===== src/rtl/twrm_pkg.sv =====
// Shared types, widths and constants for the time-weighted RMS meter.
package twrm_pkg;

    localparam int SAMPLE_BITS = 12;
    localparam int SMP_W       = 12;
    localparam int TS_W        = 32;
    localparam int DELTA_W     = 16;
    localparam int SQ_W        = 2 * SMP_W;
    localparam int TERM_W      = SQ_W + DELTA_W;
    localparam int ACC_W       = 48;
    localparam int TICK_W      = 22;
    localparam int ROOT_W      = ACC_W / 2;
    localparam int GAIN_W      = 16;
    localparam int PROD_W      = ROOT_W + GAIN_W;
    localparam int RMS_W       = 20;
    localparam int WIN_W       = 6;
    localparam int CFG_ADDR_W  = 2;
    localparam int CFG_DATA_W  = 16;

    localparam logic [SMP_W-1:0]   SAMPLE_MASK     = SMP_W'((1 << SAMPLE_BITS) - 1);
    localparam logic [DELTA_W-1:0] MAX_DELTA_TICKS = DELTA_W'(65535);

    // register indexes on the config port
    localparam logic [CFG_ADDR_W-1:0] CFG_WINDOW = 2'd0;
    localparam logic [CFG_ADDR_W-1:0] CFG_OFFSET = 2'd1;
    localparam logic [CFG_ADDR_W-1:0] CFG_GAIN   = 2'd2;

    localparam logic [WIN_W-1:0]  WINDOW_RST = WIN_W'(16);
    localparam logic [SMP_W-1:0]  OFFSET_RST = SMP_W'(0);
    localparam logic [GAIN_W-1:0] GAIN_RST   = GAIN_W'(12390);

    // one classified sample handed from front to back
    typedef struct packed {
        logic [SMP_W-1:0]   mag;
        logic [DELTA_W-1:0] delta;
        logic               last;
    } item_t;

endpackage


===== src/rtl/twrm_front.sv =====
// Front end: takes sample words, computes tick delta and magnitude, marks window end.
module twrm_front (
    input  logic                              aclk,
    input  logic                              aresetn,
    input  logic                              s_valid,
    output logic                              s_ready,
    input  logic [twrm_pkg::SMP_W-1:0]        s_sample,
    input  logic [twrm_pkg::TS_W-1:0]         s_timestamp,
    input  logic [twrm_pkg::WIN_W-1:0]        window_samples,
    input  logic [twrm_pkg::SMP_W-1:0]        sample_offset,
    input  logic                              fifo_full,
    output logic                              push,
    output twrm_pkg::item_t                   push_item
);

    logic [twrm_pkg::TS_W-1:0]  last_ts_reg;
    logic [twrm_pkg::WIN_W-1:0] count_reg;
    logic [twrm_pkg::WIN_W-1:0] count_next;
    logic [twrm_pkg::WIN_W-1:0] win;
    logic [twrm_pkg::TS_W-1:0]  delta_full;
    logic [twrm_pkg::SMP_W-1:0] smp;
    logic                       last;

    assign s_ready = !fifo_full;
    assign push    = s_valid && !fifo_full;

    assign smp        = s_sample & twrm_pkg::SAMPLE_MASK;
    assign delta_full = s_timestamp - last_ts_reg;
    assign count_next = count_reg + twrm_pkg::WIN_W'(1);
    assign win        = (window_samples == '0) ? twrm_pkg::WIN_W'(1) : window_samples;
    assign last       = !((count_next < win) && (count_next != '0));

    always_comb begin
        push_item.mag  = (smp >= sample_offset) ? (smp - sample_offset)
                                                : (sample_offset - smp);
        if (delta_full > twrm_pkg::TS_W'(twrm_pkg::MAX_DELTA_TICKS)) begin
            push_item.delta = twrm_pkg::MAX_DELTA_TICKS;
        end else begin
            push_item.delta = delta_full[twrm_pkg::DELTA_W-1:0];
        end
        push_item.last = last;
    end

    always_ff @(posedge aclk) begin
        if (!aresetn) begin
            last_ts_reg <= '0;
            count_reg   <= '0;
        end else if (push) begin
            last_ts_reg <= s_timestamp;
            count_reg   <= last ? '0 : count_next;
        end
    end

endmodule


===== src/rtl/twrm_fifo.sv =====
// Two-entry queue between front and back.
module twrm_fifo (
    input  logic            aclk,
    input  logic            aresetn,
    input  logic            push,
    input  twrm_pkg::item_t push_item,
    input  logic            pop,
    output twrm_pkg::item_t pop_item,
    output logic            full,
    output logic            empty
);

    twrm_pkg::item_t mem [2];
    logic            wr_ptr_reg;
    logic            rd_ptr_reg;
    logic [1:0]      fill_reg;

    assign full     = (fill_reg == 2'd2);
    assign empty    = (fill_reg == 2'd0);
    assign pop_item = mem[rd_ptr_reg];

    always_ff @(posedge aclk) begin
        if (push) begin
            mem[wr_ptr_reg] <= push_item;
        end
    end

    always_ff @(posedge aclk) begin
        if (!aresetn) begin
            wr_ptr_reg <= 1'b0;
            rd_ptr_reg <= 1'b0;
            fill_reg   <= 2'd0;
        end else begin
            if (push) begin
                wr_ptr_reg <= !wr_ptr_reg;
            end
            if (pop) begin
                rd_ptr_reg <= !rd_ptr_reg;
            end
            if (push && !pop) begin
                fill_reg <= fill_reg + 2'd1;
            end else if (pop && !push) begin
                fill_reg <= fill_reg - 2'd1;
            end
        end
    end

endmodule


===== src/rtl/twrm_root.sv =====
// Serial unit: restoring divide of the weighted sum by ticks, then bitwise square root.
module twrm_root (
    input  logic                          aclk,
    input  logic                          aresetn,
    input  logic                          start,
    input  logic [twrm_pkg::ACC_W-1:0]    dividend,
    input  logic [twrm_pkg::TICK_W-1:0]   divisor,
    output logic                          done,
    output logic [twrm_pkg::ROOT_W-1:0]   root
);

    localparam int CNT_W   = $clog2(twrm_pkg::ACC_W);
    localparam int SREM_W  = twrm_pkg::ROOT_W + 2;

    typedef enum logic [1:0] {R_IDLE, R_DIV, R_SQRT} state_t;

    state_t                        state_reg;
    logic [CNT_W-1:0]              cnt_reg;
    logic [twrm_pkg::ACC_W-1:0]    work_reg;
    logic [twrm_pkg::TICK_W-1:0]   div_reg;
    logic [twrm_pkg::TICK_W-1:0]   rem_reg;
    logic [SREM_W-1:0]             srem_reg;
    logic [twrm_pkg::ROOT_W-1:0]   root_reg;
    logic                          done_reg;

    logic [twrm_pkg::TICK_W:0]     rem_sh;
    logic                          div_ge;
    logic [twrm_pkg::TICK_W:0]     rem_sub;
    logic [SREM_W+1:0]             srem_sh;
    logic [SREM_W+1:0]             trial;
    logic                          sq_ge;
    logic [SREM_W+1:0]             srem_sub;

    assign rem_sh  = {rem_reg, work_reg[twrm_pkg::ACC_W-1]};
    assign div_ge  = rem_sh >= {1'b0, div_reg};
    assign rem_sub = rem_sh - {1'b0, div_reg};

    // two radicand bits enter per step; trial is 4*root + 1
    assign srem_sh  = {srem_reg, work_reg[twrm_pkg::ACC_W-1 -: 2]};
    assign trial    = (SREM_W + 2)'({root_reg, 2'b01});
    assign sq_ge    = srem_sh >= trial;
    assign srem_sub = srem_sh - trial;

    assign done = done_reg;
    assign root = root_reg;

    always_ff @(posedge aclk) begin
        if (!aresetn) begin
            state_reg <= R_IDLE;
            done_reg  <= 1'b0;
            cnt_reg   <= '0;
        end else begin
            unique case (state_reg)
                R_IDLE: begin
                    done_reg <= 1'b0;
                    if (start) begin
                        // zero tick total gives a zero mean: 0 divided by all ones
                        work_reg  <= (divisor == '0) ? '0 : dividend;
                        div_reg   <= (divisor == '0) ? '1 : divisor;
                        rem_reg   <= '0;
                        cnt_reg   <= '0;
                        state_reg <= R_DIV;
                    end
                end
                R_DIV: begin
                    work_reg <= {work_reg[twrm_pkg::ACC_W-2:0], div_ge};
                    rem_reg  <= div_ge ? rem_sub[twrm_pkg::TICK_W-1:0]
                                       : rem_sh[twrm_pkg::TICK_W-1:0];
                    if (cnt_reg == CNT_W'(twrm_pkg::ACC_W - 1)) begin
                        cnt_reg   <= '0;
                        srem_reg  <= '0;
                        root_reg  <= '0;
                        state_reg <= R_SQRT;
                    end else begin
                        cnt_reg <= cnt_reg + CNT_W'(1);
                    end
                end
                R_SQRT: begin
                    work_reg <= {work_reg[twrm_pkg::ACC_W-3:0], 2'b00};
                    srem_reg <= sq_ge ? srem_sub[SREM_W-1:0] : srem_sh[SREM_W-1:0];
                    root_reg <= {root_reg[twrm_pkg::ROOT_W-2:0], sq_ge};
                    if (cnt_reg == CNT_W'(twrm_pkg::ROOT_W - 1)) begin
                        done_reg  <= 1'b1;
                        state_reg <= R_IDLE;
                    end else begin
                        cnt_reg <= cnt_reg + CNT_W'(1);
                    end
                end
                default: state_reg <= R_IDLE;
            endcase
        end
    end

endmodule


===== src/rtl/twrm_back.sv =====
// Back end: weights and accumulates squares, runs the root unit at window end, scales output.
module twrm_back (
    input  logic                           aclk,
    input  logic                           aresetn,
    input  logic                           fifo_empty,
    input  twrm_pkg::item_t                pop_item,
    output logic                           pop,
    input  logic [twrm_pkg::GAIN_W-1:0]    gain_q8,
    output logic                           m_valid,
    input  logic                           m_ready,
    output logic [twrm_pkg::RMS_W-1:0]     m_rms_value,
    output logic [twrm_pkg::TICK_W-1:0]    m_ticks_in_window
);

    typedef enum logic [2:0] {ST_IDLE, ST_TERM, ST_ACC, ST_ROOT, ST_SCALE, ST_EMIT} state_t;

    state_t                          state_reg;
    logic [twrm_pkg::SQ_W-1:0]       sq_reg;
    logic [twrm_pkg::DELTA_W-1:0]    delta_reg;
    logic                            last_reg;
    logic [twrm_pkg::TERM_W-1:0]     term_reg;
    logic [twrm_pkg::ACC_W-1:0]      acc_reg;
    logic [twrm_pkg::TICK_W-1:0]     tick_reg;
    logic                            start_reg;
    logic [twrm_pkg::PROD_W-1:0]     prod_reg;
    logic                            m_valid_reg;
    logic [twrm_pkg::RMS_W-1:0]      rms_reg;
    logic [twrm_pkg::TICK_W-1:0]     ticks_reg;

    logic [twrm_pkg::ACC_W:0]        acc_sum;
    logic [twrm_pkg::TICK_W:0]       tick_sum;
    logic [twrm_pkg::PROD_W-9:0]     scaled;
    logic                            root_done;
    logic [twrm_pkg::ROOT_W-1:0]     root_val;

    twrm_root u_root (
        .aclk     (aclk),
        .aresetn  (aresetn),
        .start    (start_reg),
        .dividend (acc_reg),
        .divisor  (tick_reg),
        .done     (root_done),
        .root     (root_val)
    );

    assign pop      = (state_reg == ST_IDLE) && !fifo_empty;
    assign acc_sum  = {1'b0, acc_reg} + (twrm_pkg::ACC_W + 1)'(term_reg);
    assign tick_sum = {1'b0, tick_reg} + (twrm_pkg::TICK_W + 1)'(delta_reg);
    assign scaled   = prod_reg[twrm_pkg::PROD_W-1:8];

    assign m_valid           = m_valid_reg;
    assign m_rms_value       = rms_reg;
    assign m_ticks_in_window = ticks_reg;

    always_ff @(posedge aclk) begin
        if (!aresetn) begin
            state_reg   <= ST_IDLE;
            acc_reg     <= '0;
            tick_reg    <= '0;
            start_reg   <= 1'b0;
            m_valid_reg <= 1'b0;
        end else begin
            start_reg <= (state_reg == ST_ACC) && last_reg;
            if ((state_reg == ST_EMIT) && (!m_valid_reg || m_ready)) begin
                m_valid_reg <= 1'b1;
            end else if (m_valid_reg && m_ready) begin
                m_valid_reg <= 1'b0;
            end
            unique case (state_reg)
                ST_IDLE: begin
                    if (!fifo_empty) begin
                        sq_reg    <= twrm_pkg::SQ_W'(pop_item.mag) *
                                     twrm_pkg::SQ_W'(pop_item.mag);
                        delta_reg <= pop_item.delta;
                        last_reg  <= pop_item.last;
                        state_reg <= ST_TERM;
                    end
                end
                ST_TERM: begin
                    term_reg  <= twrm_pkg::TERM_W'(sq_reg) * twrm_pkg::TERM_W'(delta_reg);
                    state_reg <= ST_ACC;
                end
                ST_ACC: begin
                    // both sums saturate
                    acc_reg   <= acc_sum[twrm_pkg::ACC_W] ? '1
                                                          : acc_sum[twrm_pkg::ACC_W-1:0];
                    tick_reg  <= tick_sum[twrm_pkg::TICK_W] ? '1
                                                            : tick_sum[twrm_pkg::TICK_W-1:0];
                    state_reg <= last_reg ? ST_ROOT : ST_IDLE;
                end
                ST_ROOT: begin
                    if (root_done) begin
                        state_reg <= ST_SCALE;
                    end
                end
                ST_SCALE: begin
                    prod_reg  <= twrm_pkg::PROD_W'(root_val) * twrm_pkg::PROD_W'(gain_q8);
                    state_reg <= ST_EMIT;
                end
                ST_EMIT: begin
                    if (!m_valid_reg || m_ready) begin
                        rms_reg     <= (|scaled[twrm_pkg::PROD_W-9:twrm_pkg::RMS_W]) ? '1
                                       : scaled[twrm_pkg::RMS_W-1:0];
                        ticks_reg   <= tick_reg;
                        acc_reg     <= '0;
                        tick_reg    <= '0;
                        state_reg   <= ST_IDLE;
                    end
                end
                default: state_reg <= ST_IDLE;
            endcase
        end
    end

endmodule


===== src/rtl/time_weighted_rms_meter_unit.sv =====
// Top level of the time-weighted RMS meter: config registers, front, queue and back.
//
// Each sample word is centered by sample_offset, squared and weighted by the tick
// delta to the previous word (saturated at 65535); the window sums saturate. When
// window_samples words have been taken the block divides the weighted sum by the tick
// total, takes the integer square root, multiplies by the Q8.8 gain and presents one
// result word (truncated, saturated to 20 bits) along with the window's tick total.
// A sample that does not close a window occupies the back end through its term and
// accumulate states. A sample that closes a window goes from acceptance through the
// queue, accumulation, the start of the root unit, the bit-serial divider, the
// bit-serial square-root unit and the scaling and registering of the result. A
// two-word queue lets the front accept further samples while the back end is busy.
// Config writes take effect at the next clock edge and are meant for when the block
// is idle.
module time_weighted_rms_meter_unit (
    input  logic                                 aclk,
    input  logic                                 aresetn,
    input  logic                                 cfg_wr_en,
    input  logic [twrm_pkg::CFG_ADDR_W-1:0]      cfg_addr,
    input  logic [twrm_pkg::CFG_DATA_W-1:0]      cfg_wdata,
    input  logic                                 s_valid,
    output logic                                 s_ready,
    input  logic [twrm_pkg::SMP_W-1:0]           s_sample,
    input  logic [twrm_pkg::TS_W-1:0]            s_timestamp,
    output logic                                 m_valid,
    input  logic                                 m_ready,
    output logic [twrm_pkg::RMS_W-1:0]           m_rms_value,
    output logic [twrm_pkg::TICK_W-1:0]          m_ticks_in_window
);

    logic [twrm_pkg::WIN_W-1:0]  window_reg;
    logic [twrm_pkg::SMP_W-1:0]  offset_reg;
    logic [twrm_pkg::GAIN_W-1:0] gain_reg;

    logic            push;
    logic            pop;
    logic            fifo_full;
    logic            fifo_empty;
    twrm_pkg::item_t push_item;
    twrm_pkg::item_t pop_item;

    always_ff @(posedge aclk) begin
        if (!aresetn) begin
            window_reg <= twrm_pkg::WINDOW_RST;
            offset_reg <= twrm_pkg::OFFSET_RST;
            gain_reg   <= twrm_pkg::GAIN_RST;
        end else if (cfg_wr_en) begin
            unique case (cfg_addr)
                twrm_pkg::CFG_WINDOW: window_reg <= cfg_wdata[twrm_pkg::WIN_W-1:0];
                twrm_pkg::CFG_OFFSET: offset_reg <= cfg_wdata[twrm_pkg::SMP_W-1:0];
                twrm_pkg::CFG_GAIN:   gain_reg   <= cfg_wdata[twrm_pkg::GAIN_W-1:0];
                default: ;
            endcase
        end
    end

    twrm_front u_front (
        .aclk           (aclk),
        .aresetn        (aresetn),
        .s_valid        (s_valid),
        .s_ready        (s_ready),
        .s_sample       (s_sample),
        .s_timestamp    (s_timestamp),
        .window_samples (window_reg),
        .sample_offset  (offset_reg),
        .fifo_full      (fifo_full),
        .push           (push),
        .push_item      (push_item)
    );

    twrm_fifo u_fifo (
        .aclk      (aclk),
        .aresetn   (aresetn),
        .push      (push),
        .push_item (push_item),
        .pop       (pop),
        .pop_item  (pop_item),
        .full      (fifo_full),
        .empty     (fifo_empty)
    );

    twrm_back u_back (
        .aclk              (aclk),
        .aresetn           (aresetn),
        .fifo_empty        (fifo_empty),
        .pop_item          (pop_item),
        .pop               (pop),
        .gain_q8           (gain_reg),
        .m_valid           (m_valid),
        .m_ready           (m_ready),
        .m_rms_value       (m_rms_value),
        .m_ticks_in_window (m_ticks_in_window)
    );

endmodule

===== config.mk =====
export PLATFORM = sky130hd
export DESIGN_NAME = time_weighted_rms_meter_unit
export DESIGN_NICKNAME = d
export VERILOG_FILES = /design/src/rtl/twrm_pkg.sv /design/src/rtl/twrm_front.sv /design/src/rtl/twrm_fifo.sv /design/src/rtl/twrm_root.sv /design/src/rtl/twrm_back.sv /design/src/rtl/time_weighted_rms_meter_unit.sv
export SDC_FILE = /design/constraint.sdc
export NUM_CORES = 2
export LEC_CHECK = 0
export BUFFER_PORTS_ARGS = -buffer_cell sky130_fd_sc_hd__clkbuf_2
export CORE_ASPECT_RATIO = 1.2
export CORE_UTILIZATION = 66
export DETAILED_ROUTE_END_ITERATION = 8
export PLACE_DENSITY = 0.83
export SETUP_SLACK_MARGIN = 0.3
export SLEW_MARGIN = 20
export SYNTH_ARGS = -nofsm -noshare
export SYNTH_HDL_FRONTEND = slang
export SYNTH_SLANG_ARGS = --single-unit

===== constraint.sdc =====
create_clock -name aclk -period 8 [get_ports aclk]
set_input_delay 1.2 -clock aclk [delete_from_list [all_inputs] [get_ports aclk]]
set_output_delay 1.2 -clock aclk [all_outputs]
set_load 0.05 [all_outputs]

==> flow_summary.toml <==
[status]
status = "complete, but fails checks"
violations = "design-rule violations"

[timing]
fin_crit_sh = 0.912
drv_slew = 0
clock-skew-final_ns = 0.0588
setup_violations = 0
rsz0062_at_grt = "no"
tns_ns = 0
tightest_slew_ns = 1.20
finalHoldViolCount = 0
max_freq_mhz = 137
min_period_ns = 7.29
max_slew_margin = 0.200

[placed_design]
place_congestion = 0.951
numPortBuffers = 110
dp_hpwl_um = 101000

[logic_synthesis]
synth-seq-cells = 515
synth_top_family_by_area = "adder cells"
yosysTopAreaCell = "fa_1"
synth_mux_area_frac = 0.0186
synthesis.area_um2 = 54800
postSynthAreaPerCell_um2 = 9.43
ys.flop_type = "edfxtp_1"
ys_top_cells_by_area = "fa_1, edfxtp_1, ha_1"
synthSimpleGateAreaFrac = 0.154
yosysWarningCount = 0
synth_top_area_share = 0.251
synthArstFlopShare = 0
synth_common_cells = "inv_1, nand2_1, fa_1"
synthXorXnorAreaFrac = 0.0340
synthMostInstantiatedCell = "inv_1"
synth_compound_area_frac = 0.103
ys_seq_area_frac = 0.253
synth_edf_count = 354
synthDistinctLibCells = 91
synthCells = 5815
synthAdderAreaFrac = 0.353

[critical_path]
crit_path_max_incr_delay_ns = 1.09
crit_top_cell = "fa_1"
crit_buf_inv = 3
crit_type = "reg2reg"
path_cells = "nand2_1 -> fa_1 -> inv_1 -> fa_1 -> fa_1 -> fa_1 -> fa_1 -> inv_1 -> fa_1 -> inv_1 -> ha_1 -> a21o_1 -> a21o_1 -> a21o_1 -> a2111oi_0 -> o2bb2ai_1 -> a211o_1 -> a211oi_1 -> o21ai_0 -> mux2i_1 -> nor3_1"
crit_arrival_ns = 7.79
slowest_stage = "edfxtp_1"
required_ns = 8.49
worstPathMaxFanout = 24
cp-start-kind = "register"
critical-path-top-delay-family = "adder cells"
worstSetupEndpointType = "register"

[global_route]
grt_antenna_before_repair = 0
grt_max_degree = 77
grt_first_pass_wirelength_um = 221000
grt_pass1_vias = 43600
grt_overflow = 0
track_usage = 0.328

[drt]
ant_nets = 0
wl_per_cell_um = 19.2
drc = 1
dr_total_vias = 41500
wl_um = 134000
via_per_inst = 5.95
first_pass_iters = 9
drt-initial-drc-count = 3238

[clock_tree]
cts_sinks = 515
clk_pin_slew_ns = 0.06
postCtsSetupRepairBufs = 0
clk_latency_ns = 0.66
clock_path_buffers = 3
cts_tree = "yes"
cts_resized = 0
clock-root-buffer = "clkbuf_16"
holdBufCountCts = 0
cts_htree_levels = 2
cts_made_buffers = 54

[layout]
largest_reg_flops = 58
drive_gt1_frac = 0.0715
fin_nets = 7028
final_core_util = 0.711
diodes = 0
syn2layout_area_growth_pct = 6.60

[floorplanning]
pin_count = 111
dieWidth_um = 265
start_util = 0.667
die_h_um = 318
rows = 115
core_um2 = 82200
die_area_um2 = 84200

[flow_run]
drv_cap = 0

[min_path]
hp-class = "reg2reg"
==> placed cells by master, fill, tap and decap left out, drive strengths merged, types with 34 or more instances in the layout <==
cell	n
a21oi	290
dfxtp	161
clkbuf	178
and2	338
or2	64
o21ai	172
ha	448
edfxtp	354
a21o	105
nor2	293
nand2b	40
xnor2	144
xor2	69
fa	687
and3	35
buf	76
o21a	34
a222oi	46
mux2i	77
inv	990
nand2	741
nand3	67
nor3	48
==> logic make-up (layout without fill, tap and decap cells) <==
logic type               Yosys count  count (layout)
AND/OR/NAND/NOR                 1758            1758
buffers and inverters           1221            1272
adder cells (fa/ha/maj)         1135            1135
AO/OA/AOI/OAI                    872             872
flip-flops                       515             515
XOR/XNOR                         213             213
multiplexers                      99              99
other                              2               8
==> path summary, 6_finish.rpt <==
kind	start	endpoint	slack [ns]	cells past startpoint
min	u_front.last_ts_reg[5]$_SDFFE_PN0P_	u_front.last_ts_reg[5]$_SDFFE_PN0P_	0.45	2
max	u_back.delta_reg[7]$_DFFE_PP_	u_back.term_reg[39]$_DFFE_PP_	0.71	21
max reg2reg	u_back.delta_reg[7]$_DFFE_PP_	u_back.term_reg[39]$_DFFE_PP_	0.71	21
min reg2reg	u_front.last_ts_reg[5]$_SDFFE_PN0P_	u_front.last_ts_reg[5]$_SDFFE_PN0P_	0.45	2
==> cell type report <==
cell class              instances  area (um2)
multi-input cells            4085       36500
fillers                      5906       23700
flip-flops and latches        515       13900
inverters                     984        3700
clock buffers                  68        1430
well taps                    1111        1390
repair buffers                186        1140
clock inverters                34         484
==> metrics by stage <==
stage	setup WS (ns)	hold WS, ns	std cells	instance area (um2)
floorplan	1.36	0.435	5821	54900
global placement	1.01	0.442	6879	56500
detailed placement	0.852	0.447	6879	56500
CTS	0.800	0.455	6981	58400
global route	0.410	0.470	6983	58500
finish	0.706	0.454	6983	58500
==> routing by layer <==
layer / GRT usage / up-vias / wire length (um) / part of all wire
li1: - / 18900 / - / -
met1: 0.403 / 20400 / 50300 / 0.37
met2: 0.556 / 1845 / 65600 / 0.49
met3: 0.0530 / 430 / 10700 / 0.079
met4: 0.170 / 0 / 7710 / 0.057
met5: 0 / - / 0 / 0
==> worst register-to-register path, delay by kind of cell, from the launching register on <==
kind            cells  cell delay, ns
fa+ha+maj           7            3.38
compound gates      8            1.97
flops               1            1.09
simple gates        2            0.46
buf+inv             3            0.15
mux                 1            0.15
Power is not shown: default switching activity piles up to over one toggle a cycle in this logic, so the estimate is an artifact.
